File: src/hw/rtl/gvfr_pkg.sv
// Shared types and constants for the volume fade ramp.
// No dependencies; imported by every module of the block.
package gvfr_pkg;

  // Default sizes
  localparam int TIME_BITS_DEF       = 24;
  localparam int LEVEL_FRAC_BITS_DEF = 16;

  // Command codes
  localparam logic [1:0] CMD_TICK  = 2'd0;
  localparam logic [1:0] CMD_START = 2'd1;
  localparam logic [1:0] CMD_CLEAR = 2'd2;

  // Fade direction codes
  localparam logic [1:0] DIR_NONE = 2'd0;
  localparam logic [1:0] DIR_IN   = 2'd1;
  localparam logic [1:0] DIR_OUT  = 2'd2;

  // Event codes
  localparam logic [2:0] EV_NONE    = 3'd0;
  localparam logic [2:0] EV_ADD     = 3'd1;
  localparam logic [2:0] EV_STOP    = 3'd2;
  localparam logic [2:0] EV_MUTE    = 3'd3;
  localparam logic [2:0] EV_UNMUTE  = 3'd4;
  localparam logic [2:0] EV_PAUSE   = 3'd5;
  localparam logic [2:0] EV_UNPAUSE = 3'd6;

  // Divider status toward the sequencer
  typedef struct packed {
    logic busy;
    logic done;
  } div_stat_t;

endpackage

File: src/hw/rtl/gvfr_div.sv
// Restoring divider, one quotient bit per cycle, for timer / duration.
// Depends on gvfr_pkg. Requires num < den, so the quotient is pure fraction.
module gvfr_div import gvfr_pkg::*; #(
  parameter int TIME_BITS = TIME_BITS_DEF,
  parameter int FRAC_BITS = LEVEL_FRAC_BITS_DEF
) (
  input  logic                 clk,
  input  logic                 rst_n,
  input  logic                 start,
  input  logic [TIME_BITS-1:0] num,
  input  logic [TIME_BITS-1:0] den,
  output div_stat_t            stat,
  output logic [FRAC_BITS-1:0] quot
);

  localparam int CNT_W = $clog2(FRAC_BITS + 1);

  logic [TIME_BITS-1:0] rem_r, rem_nxt;
  logic [TIME_BITS-1:0] den_r, den_nxt;
  logic [FRAC_BITS-1:0] quot_r, quot_nxt;
  logic [CNT_W-1:0]     cnt_r, cnt_nxt;
  logic                 busy_r, busy_nxt;
  logic                 done_r, done_nxt;

  logic [TIME_BITS:0]   shifted;
  logic [TIME_BITS:0]   diff;
  logic                 fits;

  // One trial subtract per cycle
  assign shifted = {rem_r, 1'b0};
  assign diff    = shifted - {1'b0, den_r};
  assign fits    = shifted >= {1'b0, den_r};

  always_comb begin
    rem_nxt  = rem_r;
    den_nxt  = den_r;
    quot_nxt = quot_r;
    cnt_nxt  = cnt_r;
    busy_nxt = busy_r;
    done_nxt = 1'b0;
    if (start) begin
      rem_nxt  = num;
      den_nxt  = den;
      quot_nxt = '0;
      cnt_nxt  = CNT_W'(FRAC_BITS);
      busy_nxt = 1'b1;
    end else if (busy_r) begin
      rem_nxt  = fits ? diff[TIME_BITS-1:0] : shifted[TIME_BITS-1:0];
      quot_nxt = {quot_r[FRAC_BITS-2:0], fits};
      cnt_nxt  = cnt_r - CNT_W'(1);
      if (cnt_r == CNT_W'(1)) begin
        busy_nxt = 1'b0;
        done_nxt = 1'b1;
      end
    end
  end

  // Datapath registers
  always_ff @(posedge clk) begin
    rem_r  <= rem_nxt;
    den_r  <= den_nxt;
    quot_r <= quot_nxt;
    cnt_r  <= cnt_nxt;
  end

  // Control registers
  always_ff @(posedge clk) begin
    if (!rst_n) begin
      busy_r <= 1'b0;
      done_r <= 1'b0;
    end else begin
      busy_r <= busy_nxt;
      done_r <= done_nxt;
    end
  end

  assign stat.busy = busy_r;
  assign stat.done = done_r;
  assign quot      = quot_r;

endmodule

File: src/hw/rtl/gated_volume_fade_ramp_top.sv
// Channel  Dir  Handshake            Payload
// in_      in   in_valid/in_stall    command, delta_ticks, fade_kind, event_kind,
//                                    start_level, fade_length
// out_     out  out_valid/out_stall  level, done_res, running, held_event,
//                                    start_taken
// One transaction in, one transaction out.
// A tick that divides passes through S_DIV, waiting on the bit-serial divider, then S_RES.
// A start with a ramp passes through one multiply stage (S_MUL), then S_RES; others go to S_RES.
// The input stalls while an item is in work; the output register lets the next
// item enter while a result waits. Synchronous active-low reset clears all state
// but ramp_r and the output payload. Depends on gvfr_pkg and gvfr_div.
module gated_volume_fade_ramp_top import gvfr_pkg::*; #(
  parameter int TIME_BITS       = TIME_BITS_DEF,
  parameter int LEVEL_FRAC_BITS = LEVEL_FRAC_BITS_DEF
) (
  input  logic                       clk,
  input  logic                       rst_n,
  input  logic                       in_valid,
  output logic                       in_stall,
  input  logic [1:0]                 in_command,
  input  logic [15:0]                in_delta_ticks,
  input  logic [1:0]                 in_fade_kind,
  input  logic [2:0]                 in_event_kind,
  input  logic [LEVEL_FRAC_BITS:0]   in_start_level,
  input  logic [TIME_BITS-1:0]       in_fade_length,
  output logic                       out_valid,
  input  logic                       out_stall,
  output logic [LEVEL_FRAC_BITS:0]   out_level,
  output logic                       out_done_res,
  output logic                       out_running,
  output logic [2:0]                 out_held_event,
  output logic                       out_start_taken
);

  localparam int LEVEL_W = LEVEL_FRAC_BITS + 1;
  localparam int EL_W    = TIME_BITS + 1;
  localparam int SUM_W   = ((EL_W > 16) ? EL_W : 16) + 1;
  localparam int PROD_W  = TIME_BITS + LEVEL_W;
  localparam logic [LEVEL_W-1:0] ONE_LVL = LEVEL_W'(1) << LEVEL_FRAC_BITS;
  localparam logic [EL_W-1:0]    EL_MAX  = '1;

  typedef enum logic [3:0] {
    S_IDLE = 4'b0001,
    S_MUL  = 4'b0010,
    S_DIV  = 4'b0100,
    S_RES  = 4'b1000
  } state_t;

  state_t                 state_r, state_nxt;
  logic [1:0]             dir_r, dir_nxt;
  logic [2:0]             act_ev_r, act_ev_nxt;
  logic [TIME_BITS-1:0]   len_r, len_nxt;
  logic [EL_W-1:0]        elapsed_r, elapsed_nxt;
  logic [LEVEL_W-1:0]     vol_r, vol_nxt;
  logic                   fin_r, fin_nxt;
  logic                   act_r, act_nxt;
  logic                   taken_r, taken_nxt;
  logic [LEVEL_W-1:0]     ramp_r, ramp_nxt;

  logic                   out_valid_r, out_valid_nxt;
  logic [LEVEL_W-1:0]     out_level_r;
  logic                   out_done_r, out_run_r, out_taken_r;
  logic [2:0]             out_ev_r;
  logic                   out_load;

  logic                   in_acc;
  logic                   gate_ok;
  logic [SUM_W-1:0]       sum_w;
  logic [EL_W-1:0]        sum_sat;
  logic                   reach;
  logic [LEVEL_W-1:0]     lvl_sat;
  logic [1:0]             dir_new;
  logic [PROD_W-1:0]      prod;
  logic [LEVEL_W-1:0]     prog;

  logic                   div_start;
  div_stat_t              div_stat;
  logic [LEVEL_FRAC_BITS-1:0] div_quot;

  assign in_stall = (state_r != S_IDLE);
  assign in_acc   = in_valid && (state_r == S_IDLE);

  // Event gating: add/stop always pass, all pass with no event held, pairs pass their owner
  assign gate_ok = (in_event_kind == EV_ADD) || (in_event_kind == EV_STOP) ||
                   (act_ev_r == EV_NONE) ||
                   ((act_ev_r == EV_MUTE) &&
                    ((in_event_kind == EV_MUTE) || (in_event_kind == EV_UNMUTE))) ||
                   ((act_ev_r == EV_PAUSE) &&
                    ((in_event_kind == EV_PAUSE) || (in_event_kind == EV_UNPAUSE)));

  // Timer advance with saturation
  assign sum_w   = SUM_W'(elapsed_r) + SUM_W'(in_delta_ticks);
  assign sum_sat = (sum_w > SUM_W'(EL_MAX)) ? EL_MAX : sum_w[EL_W-1:0];
  assign reach   = sum_sat >= EL_W'(len_r);

  // Start operands
  assign lvl_sat = (in_start_level > ONE_LVL) ? ONE_LVL : in_start_level;
  assign dir_new = ((in_fade_kind == DIR_IN) || (in_fade_kind == DIR_OUT)) ?
                   in_fade_kind : DIR_NONE;

  // Resume point: length * ramp, registered into the timer
  assign prod = PROD_W'(len_r) * PROD_W'(ramp_r);

  // Divider result to level
  assign prog = {1'b0, div_quot};

  assign div_start = in_acc && (in_command == CMD_TICK) && (dir_r != DIR_NONE) &&
                     !fin_r && !reach;

  gvfr_div #(
    .TIME_BITS (TIME_BITS),
    .FRAC_BITS (LEVEL_FRAC_BITS)
  ) u_div (
    .clk   (clk),
    .rst_n (rst_n),
    .start (div_start),
    .num   (sum_sat[TIME_BITS-1:0]),
    .den   (len_r),
    .stat  (div_stat),
    .quot  (div_quot)
  );

  assign out_load = (state_r == S_RES) && (!out_valid_r || !out_stall);

  // Sequencer and fade state
  always_comb begin
    state_nxt   = state_r;
    dir_nxt     = dir_r;
    act_ev_nxt  = act_ev_r;
    len_nxt     = len_r;
    elapsed_nxt = elapsed_r;
    vol_nxt     = vol_r;
    fin_nxt     = fin_r;
    act_nxt     = act_r;
    taken_nxt   = taken_r;
    ramp_nxt    = ramp_r;
    case (state_r)
      S_IDLE: begin
        if (in_acc) begin
          taken_nxt = 1'b0;
          state_nxt = S_RES;
          case (in_command)
            CMD_TICK: begin
              if ((dir_r != DIR_NONE) && !fin_r) begin
                elapsed_nxt = sum_sat;
                if (reach) begin
                  fin_nxt = 1'b1;
                  vol_nxt = (dir_r == DIR_IN) ? ONE_LVL : '0;
                end else begin
                  state_nxt = S_DIV;
                end
              end
            end
            CMD_START: begin
              if (gate_ok) begin
                taken_nxt   = 1'b1;
                dir_nxt     = dir_new;
                act_ev_nxt  = in_event_kind;
                len_nxt     = in_fade_length;
                act_nxt     = 1'b1;
                fin_nxt     = 1'b0;
                elapsed_nxt = '0;
                vol_nxt     = '0;
                ramp_nxt    = (dir_new == DIR_IN) ? lvl_sat : ONE_LVL - lvl_sat;
                if (dir_new != DIR_NONE) begin
                  if (in_fade_length == '0) begin
                    fin_nxt = 1'b1;
                    vol_nxt = (dir_new == DIR_IN) ? ONE_LVL : '0;
                  end else begin
                    vol_nxt   = lvl_sat;
                    state_nxt = S_MUL;
                  end
                end
              end
            end
            CMD_CLEAR: begin
              dir_nxt     = DIR_NONE;
              act_ev_nxt  = EV_NONE;
              len_nxt     = '0;
              elapsed_nxt = '0;
              vol_nxt     = '0;
              fin_nxt     = 1'b0;
              act_nxt     = 1'b0;
            end
            default: begin
              // unused command: report state as is
            end
          endcase
        end
      end
      S_MUL: begin
        elapsed_nxt = prod[LEVEL_FRAC_BITS +: EL_W];
        state_nxt   = S_RES;
      end
      S_DIV: begin
        if (div_stat.done) begin
          vol_nxt   = (dir_r == DIR_IN) ? prog : ONE_LVL - prog;
          state_nxt = S_RES;
        end
      end
      S_RES: begin
        if (out_load) begin
          state_nxt = S_IDLE;
        end
      end
      default: begin
        state_nxt = S_IDLE;
      end
    endcase
  end

  // Output register valid
  always_comb begin
    out_valid_nxt = out_valid_r;
    if (out_load) begin
      out_valid_nxt = 1'b1;
    end else if (!out_stall) begin
      out_valid_nxt = 1'b0;
    end
  end

  always_ff @(posedge clk) begin
    if (!rst_n) begin
      state_r     <= S_IDLE;
      dir_r       <= DIR_NONE;
      act_ev_r    <= EV_NONE;
      len_r       <= '0;
      elapsed_r   <= '0;
      vol_r       <= '0;
      fin_r       <= 1'b0;
      act_r       <= 1'b0;
      taken_r     <= 1'b0;
      out_valid_r <= 1'b0;
    end else begin
      state_r     <= state_nxt;
      dir_r       <= dir_nxt;
      act_ev_r    <= act_ev_nxt;
      len_r       <= len_nxt;
      elapsed_r   <= elapsed_nxt;
      vol_r       <= vol_nxt;
      fin_r       <= fin_nxt;
      act_r       <= act_nxt;
      taken_r     <= taken_nxt;
      out_valid_r <= out_valid_nxt;
    end
  end

  // Operand and result payload registers
  always_ff @(posedge clk) begin
    ramp_r <= ramp_nxt;
    if (out_load) begin
      out_level_r <= vol_r;
      out_done_r  <= fin_r;
      out_run_r   <= act_r;
      out_ev_r    <= act_ev_r;
      out_taken_r <= taken_r;
    end
  end

  assign out_valid       = out_valid_r;
  assign out_level       = out_level_r;
  assign out_done_res    = out_done_r;
  assign out_running     = out_run_r;
  assign out_held_event  = out_ev_r;
  assign out_start_taken = out_taken_r;

endmodule

File: config.mk
export PLATFORM = sky130hd
export DESIGN_NAME = gated_volume_fade_ramp_top
export DESIGN_NICKNAME = d
export VERILOG_FILES = /design/src/hw/rtl/gvfr_pkg.sv /design/src/hw/rtl/gvfr_div.sv /design/src/hw/rtl/gated_volume_fade_ramp_top.sv
export SDC_FILE = /design/constraint.sdc
export NUM_CORES = 1
export LEC_CHECK = 0
export BUFFER_PORTS_ARGS = -buffer_cell sky130_fd_sc_hd__buf_2
export CAP_MARGIN = 20
export CORE_ASPECT_RATIO = 1.4
export CORE_MARGIN = 2
export CORE_UTILIZATION = 55
export CTS_CLUSTER_SIZE = 24
export DETAILED_ROUTE_END_ITERATION = 12
export PLACE_DENSITY = 0.72
export SKIP_CTS_REPAIR_TIMING = 1
export SYNTH_ARGS = -nofsm -noshare
export SYNTH_HDL_FRONTEND = slang
export SYNTH_SLANG_ARGS = --single-unit
File: constraint.sdc
create_clock -name clk -period 20.5 [get_ports clk]
set_clock_uncertainty 0.2 [all_clocks]
set_input_delay 2.05 -clock clk [delete_from_list [all_inputs] [get_ports clk]]
set_output_delay 2.05 -clock clk [all_outputs]
set_load 0.02 [all_outputs]
==> metrics.md <==
| Metric | Value |
|---|---|
| Layout fillers | `3799` |
| Initial antenna violation count | `4` |
| Met3 WL | `4620 µm` |
| Kind of critical path | `in -> reg` |
| Startpoint Class | `input pin` |
| First-pass detailed-route iteration total | `6` |
| First-pass GRT wire length | `113000 µm` |
| CP endpoint kind | `flop` |
| Fraction of layout cells with a size suffix above 1 | `0.0730` |
| Die area | `0.0447 mm²` |
| Synth-to-layout area growth | `7.14%` |
| Post-synth top cells | `437 x inv_1, 384 x nand2_1, 329 x fa_1` |
| PwrDens | `43.1 mW/mm²` |
| WL/cell | `21.9 µm` |
| Sequential standard cell area | `0.00468 mm²` |
| Async S/R FF share, synth | `0` |
| Synth Net Count | `3268` |
| Main flop type after synthesis | `dfxtp_1` |
| Post-synth EDFFs | `88` |
| Final wirelength | `71800 µm` |
| Setup TNS | `0 ns` |
| Nets@finish | `3296` |
| Final hold slack | `0.238 ns` |
| Yosys reg bits | `190` |
| Clock Path Buffers | `2` |
| Initial Util | `0.559` |
| R2R cell count | `20` |
| Ys Warns | `0` |
| Top-count cell post-synth | `inv_1` |
| Area of the multi-input gates | `0.0168 mm²` |
| CTS tree | `built` |
| Slew Limit Fails | `0` |
| R2r startpoint | `len_r[3]` |
| Worst-path clk slew | `0.08 ns` |
| Starting DRT DRC Count | `1209` |
| Critical Path RT | `20.52 ns` |
| Core Region | `0.0423 mm²` |
| CTS Root Cell | `clkbuf_16` |
| Final HPWL DP | `54300 µm` |
| Cells after Synth | `2684` |
| VDD IR max | `0.0000621 V` |
| Worst reg-to-reg setup slack | `12.88 ns` |
| Tot Pwr | `0.00109 W` |
| Detail Route Antenna Nets | `0` |
| Synth unique cells | `84` |
| Synth Area per Inst | `8.81 µm²` |
| GP Congestion | `0.925` |
| CP delay by family, top | `compound AO/OA/AOI/OAI gates` |
| Worst slew margin | `0.198` |
| Rows | `89` |
| Slowest Stage Delay on Critical Path | `0.98 ns` |
| Worst slew pin tran | `1.20 ns` |
| Max-cap violation count | `0` |
| Worst Hold End | `out_running` |
| Largest net degree at the start of global routing | `51` |
| WP data arrival | `8.14 ns` |
| Crit Reg-Reg Endpoint | `elapsed_r[16]` |
| Yosys top cell area share | `0.279` |
| Static leakage | `12.2 nW` |
| CP max stage cell | `inv_2` |
| H-tree levels | `4` |
| Die width | `179 µm` |
| Fin crit period | `8.12 ns` |
| CTS Sinks | `190` |
| Worst Hold Class | `reg -> reg` |
| Crit path buffers/inverters | `2` |
| Worst Setup SP | `in_delta_ticks[5]` |
| Clock Latency Late Sink | `0.49 ns` |
| Vias in the first global route | `20.5k` |
| Boundary Pins | `93` |
| Unrepaired setup endpoints after global routing | `no` |
| Hold_sp | `act_r` |
| GRT Resource Usage Total | `0.336` |
| Critical path cell sequence | `buf_2 -> ha_1 -> o21ai_0 -> a22o_1 -> o31a_1 -> o31ai_4 -> nand4_1 -> o21ai_0 -> ha_1 -> a21oi_1 -> nor2b_1 -> o21ai_0 -> a21oi_1 -> o21a_1 -> o31ai_2 -> nand4_4 -> inv_2 -> nor3_1 -> o21bai_1` |
| Final setup viols | `0` |
| Via density | `5.92` |
| Final hold violations | `0` |
| Mapped cell area | `0.0236 mm²` |
| Highest routed layer | `met4` |
| Hold path cells | `0` |
| Most frequent CP cell | `o21ai_0` |
| Met2 routed WL | `37200 µm` |
| Post-synth top area cell | `fa_1` |
| Status | `finished clean` |
| Met1 WL | `25000 µm` |
| CTS buffer count | `17` |
| GRT overflow | `0` |
| Port buffer count | `92` |
| Sequential cell area fraction in the yosys report | `0.198` |
| Via Count | `19.4k` |
| Fmax | `123 MHz` |
| Area contributors post-synth | `fa_1 28%, edfxtp_1 11%, ha_1 9.9%` |
| CP max FO | `50` |
| Die Span Y | `249 µm` |
| Drt drc | `0` |
| Tcrit/Tclk final | `0.396` |
==> how the worst max path moves through the flow <==
stage | to | cells after the start | slack (ns)
floorplan | u_div.rem_r[0] | 19 | 13.82
global placement | u_div.rem_r[0] | 19 | 12.04
detailed placement | u_div.rem_r[0] | 19 | 11.91
CTS | u_div.rem_r[0] | 19 | 12.42
global route | u_div.rem_r[0] | 19 | 11.82
finish | u_div.rem_r[0] | 19 | 12.38
==> registers in the layout, indices dropped and copies added (netlist names), 2 cells and up <==
name,count
u_div.quot,16
ramp_r,17
elapsed_r,25
u_div.cnt_r,5
state_r,4
dir_r,2
u_div.rem_r,24
len_r,24
act_ev_r,3
vol_r,17
out_level,17
out_held_event,3
u_div.den_r,24
==> metrics by stage <==
step | cells | utilization | setup slack (ns) | instance area (µm²)
floorplan | 2684 | - | 13.82 | 23600
global placement | 3234 | 0.581 | 12.04 | 24600
detailed placement | 3234 | 0.581 | 11.91 | 24600
CTS | 3266 | 0.596 | 12.42 | 25200
global route | 3273 | 0.599 | 11.82 | 25300
finish | 3273 | 0.599 | 12.38 | 25300
==> kinds of logic after synthesis <==
family	synth area share
AO/OA/AOI/OAI	0.116
AND/OR/NAND/NOR	0.166
adder cells (fa/ha/maj)	0.378
multiplexers	0.0215
buffers and inverters	0.0917
XOR/XNOR	0.0289
flip-flops	0.198
==> where the power goes <==
| group | switching, W | total, W | internal, W |
|---|---|---|---|
| combinational | 0.000187 | 0.000298 | 0.000112 |
| clock | 0.000181 | 0.000357 | 0.000176 |
| sequential | 0.0000220 | 0.000436 | 0.000414 |
==> routing by layer <==
metal  vias up  GRT usage
li1       8711          -
met2       792      0.583
met4         0      0.222
met5         -          0
met3       274     0.0592
met1      9613      0.371
==> cell usage in the layout (no fill, tap or decap), types with 7 or more instances in the layout <==
| master | n |
|---|---|
| nor2_1 | 191 |
| mux2i_1 | 46 |
| a211oi_1 | 13 |
| nor2b_1 | 17 |
| dfxtp_1 | 102 |
| and3_1 | 8 |
| nand2_1 | 384 |
| xor2_1 | 31 |
| and2_1 | 115 |
| o31ai_1 | 9 |
| xnor2_1 | 47 |
| o21ai_0 | 84 |
| o211ai_1 | 8 |
| nor3_1 | 32 |
| o21ai_1 | 11 |
| buf_4 | 43 |
| a31oi_1 | 17 |
| nand4_1 | 16 |
| or3_1 | 7 |
| nand3_1 | 26 |
| nor4_1 | 13 |
| a21o_1 | 24 |
| ha_1 | 187 |
| inv_1 | 437 |
| o21a_1 | 15 |
| edfxtp_1 | 88 |
| o21bai_1 | 8 |
| nand2b_1 | 13 |
| nand3b_1 | 7 |
| fa_1 | 329 |
| a22oi_1 | 34 |
| a21oi_1 | 125 |
| o221a_1 | 7 |
| a221oi_1 | 12 |
| buf_2 | 92 |
| clkbuf_16 | 17 |
==> final cells by class <==
| class | instances | share of cell area |
|---|---|---|
| antenna | 2 | 0.000198 |
| clock buffer | 17 | 0.0168 |
| clock inverter | 15 | 0.00741 |
| inverter | 438 | 0.0649 |
| multi-input combinational | 1925 | 0.663 |
| sequential | 190 | 0.185 |
| tap | 546 | 0.0270 |
| timing repair buffer | 140 | 0.0354 |
Note: power is estimated with default switching activity, not from simulation.
